[src/sv/pixel_triplet_difference_stego_macros.svh]
// Assertion macros shared by the pixel triplet stego RTL.
// Depends on a clock named i_clk and an active-low reset named i_rst_n in scope.
`ifndef PIXEL_TRIPLET_DIFFERENCE_STEGO_MACROS_SVH
`define PIXEL_TRIPLET_DIFFERENCE_STEGO_MACROS_SVH

// Implication checked on every clock edge outside reset.
`define PTDS_ASSERT_IMP(label, cond, prop) \
    label: assert property (@(posedge i_clk) disable iff (!i_rst_n) (cond) |-> (prop)) \
        else $error("ptds assertion failed");

// Plain invariant checked on every clock edge outside reset.
`define PTDS_ASSERT(label, prop) \
    label: assert property (@(posedge i_clk) disable iff (!i_rst_n) (prop)) \
        else $error("ptds invariant failed");

`endif

[src/sv/ptds_pkg.sv]
// Package for the pixel triplet stego block: payload structs, widths, constants.
// No dependencies.
`default_nettype none
package ptds_pkg;
    localparam int PIX_W = 8;
    localparam int CNT_W = 4;
    localparam int RNG_W = 11;  // signed range bounds
    localparam logic [CNT_W-1:0] MAX_N = 4'd8;
    localparam logic [0:0] OP_EMBED = 1'b0;
    localparam logic [0:0] OP_EXTRACT = 1'b1;
    localparam logic [0:0] REG_THRESHOLD = 1'b0;
    localparam logic [0:0] REG_MAX_BITS = 1'b1;

    typedef struct packed {
        logic             opcode;
        logic [PIX_W-1:0] pixel_left;
        logic [PIX_W-1:0] pixel_mid;
        logic [PIX_W-1:0] pixel_right;
        logic [PIX_W-1:0] secret_window;
        logic [CNT_W-1:0] bits_remaining;
    } t_in;

    typedef struct packed {
        logic [PIX_W-1:0] new_mid;
        logic [CNT_W-1:0] capacity;
        logic [CNT_W-1:0] bits_used;
        logic [PIX_W-1:0] extracted;
    } t_out;

    // Range of the middle pixel for one classified triplet.
    typedef struct packed {
        logic                    usable;
        logic signed [RNG_W-1:0] lo;
        logic signed [RNG_W-1:0] hi;
    } t_range;
endpackage
`default_nettype wire

[src/sv/ptds_range.sv]
// Triplet classification: threshold test, twelve shape cases, middle pixel range.
// Depends on ptds_pkg.
`default_nettype none
module ptds_range
    import ptds_pkg::*;
(
    input  wire logic [PIX_W-1:0] i_g0,
    input  wire logic [PIX_W-1:0] i_g1,
    input  wire logic [PIX_W-1:0] i_g2,
    input  wire logic [PIX_W-1:0] i_thr,
    output t_range                o_rng
);
    logic signed [RNG_W-1:0] g0, g1, g2, t, d0, d1, pmax;
    logic h0, h1;

    function automatic logic signed [RNG_W-1:0] f_max(input logic signed [RNG_W-1:0] a,
                                                      input logic signed [RNG_W-1:0] b);
        return (a > b) ? a : b;
    endfunction

    function automatic logic signed [RNG_W-1:0] f_min(input logic signed [RNG_W-1:0] a,
                                                      input logic signed [RNG_W-1:0] b);
        return (a < b) ? a : b;
    endfunction

    always_comb begin
        g0   = $signed({{(RNG_W-PIX_W){1'b0}}, i_g0});
        g1   = $signed({{(RNG_W-PIX_W){1'b0}}, i_g1});
        g2   = $signed({{(RNG_W-PIX_W){1'b0}}, i_g2});
        t    = $signed({{(RNG_W-PIX_W){1'b0}}, i_thr});
        pmax = $signed({{(RNG_W-PIX_W){1'b0}}, {PIX_W{1'b1}}});
        d0   = (g1 >= g0) ? g1 - g0 : g0 - g1;
        d1   = (g2 >= g1) ? g2 - g1 : g1 - g2;
        h0   = d0 > t;
        h1   = d1 > t;
        o_rng.usable = h0 | h1;
        o_rng.lo = '0;
        o_rng.hi = '0;
        if (g1 < g0 && g1 < g2) begin
            if (h0 && h1) begin
                o_rng.lo = '0;
                o_rng.hi = f_min(g0 - t - RNG_W'(1), g2 - t - RNG_W'(1));
            end else if (h0) begin
                o_rng.lo = f_max(g2 - t, '0);
                o_rng.hi = f_min(g0 - t - RNG_W'(1), g2 - RNG_W'(1));
            end else begin
                o_rng.lo = f_max(g0 - t, '0);
                o_rng.hi = f_min(g2 - t - RNG_W'(1), g0 - RNG_W'(1));
            end
        end else if (g1 > g0 && g1 > g2) begin
            if (h0 && h1) begin
                o_rng.lo = f_max(g0 + t + RNG_W'(1), g2 + t + RNG_W'(1));
                o_rng.hi = pmax;
            end else if (h0) begin
                o_rng.lo = f_max(g0 + t + RNG_W'(1), g2 + RNG_W'(1));
                o_rng.hi = f_min(g2 + t, pmax);
            end else begin
                o_rng.lo = f_max(g2 + t + RNG_W'(1), g0 + RNG_W'(1));
                o_rng.hi = f_min(g0 + t, pmax);
            end
        end else if (g0 >= g1 && g1 >= g2) begin
            if (h0 && h1) begin
                o_rng.lo = g2 + t + RNG_W'(1);
                o_rng.hi = g0 - t - RNG_W'(1);
            end else if (h0) begin
                o_rng.lo = g2;
                o_rng.hi = f_min(g2 + t, g0 - t - RNG_W'(1));
            end else begin
                o_rng.lo = f_max(g2 + t + RNG_W'(1), g0 - t);
                o_rng.hi = g0;
            end
        end else begin
            if (h0 && h1) begin
                o_rng.lo = g0 + t + RNG_W'(1);
                o_rng.hi = g2 - t - RNG_W'(1);
            end else if (h0) begin
                o_rng.lo = f_max(g2 - t, g0 + t + RNG_W'(1));
                o_rng.hi = g2;
            end else begin
                o_rng.lo = g0;
                o_rng.hi = f_min(g2 - t - RNG_W'(1), g0 + t);
            end
        end
    end
endmodule
`default_nettype wire

[src/sv/pixel_triplet_difference_stego.sv]
// Top level of the pixel triplet stego block: three-stage pipeline and config registers.
// Depends on ptds_pkg, ptds_range and pixel_triplet_difference_stego_macros.svh.
//
//  channel  | handshake                 | payload
//  ---------+---------------------------+---------------------------------
//  input    | i_start, o_busy           | i_in (t_in)
//  result   | o_res_valid (strobe)      | o_res (t_out)
//  config   | i_cfg_valid, o_cfg_ready  | i_cfg_index, i_cfg_data
//
// One triplet may enter in every cycle; the result strobe is registered through the
// three pipeline registers (range, capacity, selection).
// Reset is synchronous and active low; it clears the valid bits and restores the
// threshold to 5 and the bit limit to 3. The receiver cannot stall, so o_busy is
// always low and nothing in the pipeline ever waits.
`default_nettype none
`include "pixel_triplet_difference_stego_macros.svh"
module pixel_triplet_difference_stego
    import ptds_pkg::*;
(
    input  wire logic             i_clk,
    input  wire logic             i_rst_n,
    input  wire logic             i_start,
    output logic                  o_busy,
    input  wire t_in              i_in,
    output logic                  o_res_valid,
    output t_out                  o_res,
    input  wire logic             i_cfg_valid,
    output logic                  o_cfg_ready,
    input  wire logic [0:0]       i_cfg_index,
    input  wire logic [PIX_W-1:0] i_cfg_data
);
    // Configuration registers.
    logic [PIX_W-1:0] r_thr;
    logic [CNT_W-1:0] r_max_bits;

    // Stage 1: classified triplet.
    logic   r_v1;
    t_in    r_in1;
    t_range r_rng1;
    t_range n_rng1;

    // Stage 2: capacity, embed value and the search window in distance form.
    logic             r_v2, r_op2, r_up2;
    logic [PIX_W-1:0] r_g0_2, r_g1_2, r_d0_2, r_b2, r_c2, r_ulo2, r_uhi2;
    logic signed [PIX_W+1:0] r_tgt2;
    logic [CNT_W-1:0] r_n2, r_used2;

    // Output register.
    logic r_v3;
    t_out r_out3;

    assign o_busy      = 1'b0;
    assign o_cfg_ready = 1'b1;
    assign o_res_valid = r_v3;
    assign o_res       = r_out3;

    always_ff @(posedge i_clk) begin
        if (!i_rst_n) begin
            r_thr      <= 8'd5;
            r_max_bits <= 4'd3;
        end else if (i_cfg_valid) begin
            case (i_cfg_index)
                REG_THRESHOLD: r_thr <= i_cfg_data;
                REG_MAX_BITS:  r_max_bits <= i_cfg_data[CNT_W-1:0];
                default:       r_thr <= r_thr;
            endcase
        end
    end

    ptds_range u_range (
        .i_g0  (i_in.pixel_left),
        .i_g1  (i_in.pixel_mid),
        .i_g2  (i_in.pixel_right),
        .i_thr (r_thr),
        .o_rng (n_rng1)
    );

    always_ff @(posedge i_clk) begin
        if (!i_rst_n) begin
            r_v1 <= 1'b0;
        end else begin
            r_v1 <= i_start;
        end
        r_in1  <= i_in;
        r_rng1 <= n_rng1;
    end

    // Stage 2 logic. Every usable range lies wholly on one side of the left pixel,
    // so the search runs on the distance u = |e - left| with a fixed direction.
    logic signed [RNG_W-1:0] g0s, g1s, size2, ulo_s, uhi_s, tgt_s;
    logic [CNT_W-1:0] n_n2, kmax, log2, rem, n_used2;
    logic [PIX_W-1:0] n_b2, n_c2, n_d0;
    logic n_up2;

    always_comb begin
        g0s   = $signed({{(RNG_W-PIX_W){1'b0}}, r_in1.pixel_left});
        g1s   = $signed({{(RNG_W-PIX_W){1'b0}}, r_in1.pixel_mid});
        size2 = r_rng1.hi - r_rng1.lo + RNG_W'(1);
        log2  = '0;
        for (int k = 1; k <= PIX_W; k++) begin
            if (size2 >= (RNG_W'(1) << k)) begin
                log2 = CNT_W'(k);
            end
        end
        kmax = (r_max_bits > MAX_N) ? MAX_N : r_max_bits;
        n_n2 = '0;
        if (r_rng1.usable && r_rng1.hi >= r_rng1.lo) begin
            n_n2 = (log2 > kmax) ? kmax : log2;
        end
        rem     = (r_in1.bits_remaining > MAX_N) ? MAX_N : r_in1.bits_remaining;
        n_used2 = (r_in1.opcode == OP_EMBED) ? ((rem < n_n2) ? rem : n_n2) : '0;
        n_b2    = (r_in1.secret_window >> (MAX_N - n_used2)) << (n_n2 - n_used2);
        n_up2   = r_rng1.lo >= g0s;
        if (n_up2) begin
            ulo_s = r_rng1.lo - g0s;
            uhi_s = r_rng1.hi - g0s;
            tgt_s = g1s - g0s;
        end else begin
            ulo_s = g0s - r_rng1.hi;
            uhi_s = g0s - r_rng1.lo;
            tgt_s = g0s - g1s;
        end
        if (tgt_s < ulo_s) begin
            n_c2 = ulo_s[PIX_W-1:0];
        end else if (tgt_s > uhi_s) begin
            n_c2 = uhi_s[PIX_W-1:0];
        end else begin
            n_c2 = tgt_s[PIX_W-1:0];
        end
        n_d0 = (r_in1.pixel_mid >= r_in1.pixel_left) ? r_in1.pixel_mid - r_in1.pixel_left
                                                     : r_in1.pixel_left - r_in1.pixel_mid;
    end

    always_ff @(posedge i_clk) begin
        if (!i_rst_n) begin
            r_v2 <= 1'b0;
        end else begin
            r_v2 <= r_v1;
        end
        r_op2   <= r_in1.opcode;
        r_up2   <= n_up2;
        r_g0_2  <= r_in1.pixel_left;
        r_g1_2  <= r_in1.pixel_mid;
        r_d0_2  <= n_d0;
        r_b2    <= n_b2;
        r_c2    <= n_c2;
        r_ulo2  <= ulo_s[PIX_W-1:0];
        r_uhi2  <= uhi_s[PIX_W-1:0];
        r_tgt2  <= tgt_s[PIX_W+1:0];
        r_n2    <= n_n2;
        r_used2 <= n_used2;
    end

    // Stage 3: the two candidates with the wanted residue around the clamped target,
    // then the nearer one in range. Ties take the smaller pixel value.
    logic [PIX_W:0] mod_m, mask9;
    logic signed [PIX_W+2:0] ca, cb, da, db, tgt, e;
    logic va, vb, pick_b;
    t_out n_out3;

    always_comb begin
        mod_m = (PIX_W+1)'(1) << r_n2;
        mask9 = mod_m - 1'b1;
        tgt   = (PIX_W+3)'(r_tgt2);
        ca    = $signed({3'b0, (r_c2 & ~mask9[PIX_W-1:0]) | r_b2});
        if (ca > $signed({3'b0, r_c2})) begin
            ca = ca - $signed({2'b0, mod_m});
        end
        cb = ca + $signed({2'b0, mod_m});
        va = ca >= $signed({3'b0, r_ulo2});
        vb = cb <= $signed({3'b0, r_uhi2});
        da = (ca >= tgt) ? ca - tgt : tgt - ca;
        db = (cb >= tgt) ? cb - tgt : tgt - cb;
        if (va && vb) begin
            pick_b = (db < da) || (db == da && !r_up2);
        end else begin
            pick_b = vb;
        end
        e = pick_b ? cb : ca;
        n_out3.new_mid   = r_g1_2;
        n_out3.capacity  = r_n2;
        n_out3.bits_used = r_used2;
        n_out3.extracted = '0;
        if (r_n2 != '0) begin
            if (r_op2 == OP_EXTRACT) begin
                n_out3.extracted = r_d0_2 & mask9[PIX_W-1:0];
            end else if (va || vb) begin
                n_out3.new_mid = r_up2 ? r_g0_2 + e[PIX_W-1:0] : r_g0_2 - e[PIX_W-1:0];
            end
        end
    end

    always_ff @(posedge i_clk) begin
        if (!i_rst_n) begin
            r_v3 <= 1'b0;
        end else begin
            r_v3 <= r_v2;
        end
        r_out3 <= n_out3;
    end

    // A result strobe is always preceded by its input transfer, carried through the valid registers.
    `PTDS_ASSERT_IMP(a_latency, o_res_valid, $past(i_start, 3))
    // Embed never consumes more bits than the triplet carries.
    `PTDS_ASSERT_IMP(a_used_cap, o_res_valid, o_res.bits_used <= o_res.capacity)
    // The recovered value fits in capacity bits.
    `PTDS_ASSERT_IMP(a_ext_width, o_res_valid, (o_res.extracted >> o_res.capacity) == 8'd0)
endmodule
`default_nettype wire
[config.mk]
export PLATFORM = sky130hd
export DESIGN_NAME = pixel_triplet_difference_stego
export DESIGN_NICKNAME = d
export VERILOG_FILES = /design/src/sv/ptds_pkg.sv /design/src/sv/ptds_range.sv /design/src/sv/pixel_triplet_difference_stego.sv
export VERILOG_INCLUDE_DIRS = /design/src /design/src/sv
export SDC_FILE = /design/constraint.sdc
export NUM_CORES = 1
export LEC_CHECK = 0
export BUFFER_PORTS_ARGS = -buffer_cell sky130_fd_sc_hd__buf_2
export CAP_MARGIN = 20
export CELL_PAD_IN_SITES_DETAIL_PLACEMENT = 0
export CELL_PAD_IN_SITES_GLOBAL_PLACEMENT = 1
export CORE_AREA = 2 2 297 299
export CTS_CLUSTER_SIZE = 24
export DETAILED_ROUTE_END_ITERATION = 8
export DIE_AREA = 0 0 299 301
export MAX_ROUTING_LAYER = met4
export PLACE_DENSITY = 0.48
export RECOVER_POWER = 50
export SLEW_MARGIN = 20
export SYNTH_ARGS = -nofsm -noshare
export SYNTH_HDL_FRONTEND = slang
export SYNTH_SLANG_ARGS = --single-unit
[constraint.sdc]
create_clock -name i_clk -period 11.3 [get_ports i_clk]
set_input_delay 0.565 -clock i_clk [delete_from_list [all_inputs] [get_ports i_clk]]
set_output_delay 0.565 -clock i_clk [all_outputs]
set_load 0.02 [all_outputs]
==> flow_summary.toml <==
[min_path]
min_path_type = "in -> reg"
whs_path_depth = 1

[floorplanning]
die_y_um = 301
dieArea_um2 = 90000
initial_core_util_pct = 24.8
core-area_um2 = 86500
die_w_um = 299
rows = 108
io_pins = 77

[cts]
h-tree-depth = 4
cts_made_buffers = 17
clkLatencyLatePin_ns = 0.47
cts_tree = "built"
cts-root-buf = "clkbuf_16"
cts_max_path_buffers = 2
clk_pin_slew_ns = 0.07
cts.sinks = 165

[synth]
netlist_instances = 2745
synth_flop_cell = "dfxtp_1"
syn_area_um2 = 21500
ys_ff_latch = 165
seq_area_frac_synth_pct = 15.4
syn_nets = 3209
synthTopCellsByArea = "ha_1 23%, dfxtp_1 15%, xnor2_1 5.7%, a21oi_1 5.4%, inv_1 5.1%"
synth_top_area_share_pct = 22.6
synth_cell_types = 95
synth_area_leader_cell = "ha_1"
yosysWarnings = 0
synth_edf_count = 0
syn_avg_cell_area_um2 = 7.82
ys_async_sr_fraction_pct = 0

[worst_setup_path]
cp-start-kind = "flip-flop"
critPathSlowestCell = "mux4_2"
max_stage_delay_ns = 0.56
crit_required_ns = 11.63
criticalPathCategory = "reg -> reg"
worst_ep_arrival_time_ns = 10.98
end_kind = "flip-flop"
reg2reg_depth = 52
path_max_fanout = 12
critPathMostFrequentCell = "ha_1"

[routing]
vias = 20300
drt-initial-drc-count = 1431
avgRoutedWirePerCell_um = 22.7
drcViolationCount = 0
antenna_left = 0
wirelength_um = 90800
vias_per_cell = 5.09
dr.pass1.iters = 7

[global_routing]
grt_max_degree = 50
grt.overflow.total = 0
met2_usage_pct = 34.4
antenna_found_initial = 5
grt_pass1_wl_um = 134000
grt_util_all_layers_pct = 20.4
grt_use_met3_pct = 1.57
use_met1_pct = 25.4
busiest_layer = "met2"
grt_pass1_vias = 20300

[final_layout]
fin_util_pct = 28.0
finalNetCount = 3288
final_cells = 3993
final_cell_mix = "385 x ha_1, 288 x inv_1, 229 x a21oi_1, 191 x nand2_1, 173 x nor2_1"
synthToLayoutAreaGrowth_pct = 12.8
fillers = 9465
drive_gt1_share_pct = 8.25
mostFrequentLayoutCell = "ha_1"

[sta]
hold_ws_ns = 0.198
layout_worst_path_cycle_share_pct = 94.3
clock.fmax_ghz = 0.0939
max-slew-margin-rel_pct = 6.86
maxSlewViolCount = 0
max_slew.worst_pin.slew_ns = 1.40
finalHoldViolCount = 0
period_needed_ns = 10.65
setup_viol = 0
clock_skew_ns = 0.0271

[placed_design]
placed_cells = 3956
dp_hpwl_um = 75400
port-buffer-count = 74
place_congestion = 0.945

[job]
drv_cap = 0

[run_status]
status = "finished clean"
## repair_timing
item / 4_1_cts / 5_1_grt
setup endpoints to repair: 1 / 7
pin swaps: 1 / 6
gates cloned: 0 / 0
hold buffers: 0 / 0
buffers inserted: 1 / 3
gates resized for setup: 0 / 31
## synth_stat cells (11+ instances only)
cell type  count
nor3_1        43
and2_1        20
nor3b_1       11
a31oi_1       23
o22ai_1       11
nand2b_1      48
or3_1         16
o31ai_1       18
nor2b_1       61
a21boi_0      18
inv_1        289
o211ai_1      20
a21o_1        58
o21bai_1      27
fa_1          27
mux2i_1       77
mux2_2        32
xor2_1        40
nand4_1       40
o21ai_0      147
nand3_1       64
nor2_1       174
a221oi_1      12
o21a_1        47
clkbuf_1      68
xnor2_1      139
dfxtp_1      165
a21oi_1      233
nand2_1      192
a211oi_1      39
ha_1         387
## critical path, delay by kind of cell (launching register included)
kind,cells,cell delay [ns]
AO/OA/AOI/OAI,18,3.41
XOR/XNOR,3,0.48
flip-flops,1,0.31
buffers and inverters,3,0.46
AND/OR/NAND/NOR,16,2.78
multiplexers,6,1.20
adder cells (fa/ha/maj),6,1.85
## cell type report
type	instances	area (um^2)	area share [%]
multi-input cells	2200	16900	69.7
flip-flops and latches	165	3300	13.6
well taps	1155	1450	5.96
inverters	295	1110	4.58
repair buffers	145	857	3.54
clock buffers	18	429	1.77
clock inverters	14	201	0.831
diodes	1	2.50	0.0103
## final timing paths
path,from,endpoint,slack [ns]
setup / recovery,r_n2[0],o_res[21],0.65
setup reg to reg,r_n2[0],o_res[21],0.65
hold / removal,i_in[36],r_in1[36],0.20
hold reg to reg,r_used2[1],o_res[9],0.33
## through the flow
stage	setup TNS (ns)	cell area [um^2]	setup WS, ns
4_1_cts	0	24100	0.0211
3_3_place_gp	0	23500	0.160
6_report	0	24200	0.649
5_1_grt	-0.227	24200	-0.176
2_1_floorplan	0	21500	0.212
3_5_place_dp	0	23500	0.0166
## routing by layer
metal | part of all wire [%] | routed length [um]
met5 | 0 | 0
met4 | 3.9 | 3570
met3 | 2.9 | 2610
met2 | 48 | 43500
met1 | 45 | 41200
## cell families after synthesis
group,synth area share [%]
multiplexers,5.86
AND/OR/NAND/NOR,16.6
XOR/XNOR,7.38
AO/OA/AOI/OAI,22.9
other,0.0350
buffers and inverters,6.74
adder cells (fa/ha/maj),25.1
flip-flops,15.4
## registers in the layout, indices dropped and copies added (netlist names), 9 cells and up
register and flops:
r_in1 13, r_tgt2 9, r_rng1 23, o_res 24
Power is not shown: default switching activity piles up to over one toggle a cycle in this logic, so the estimate is an artifact.
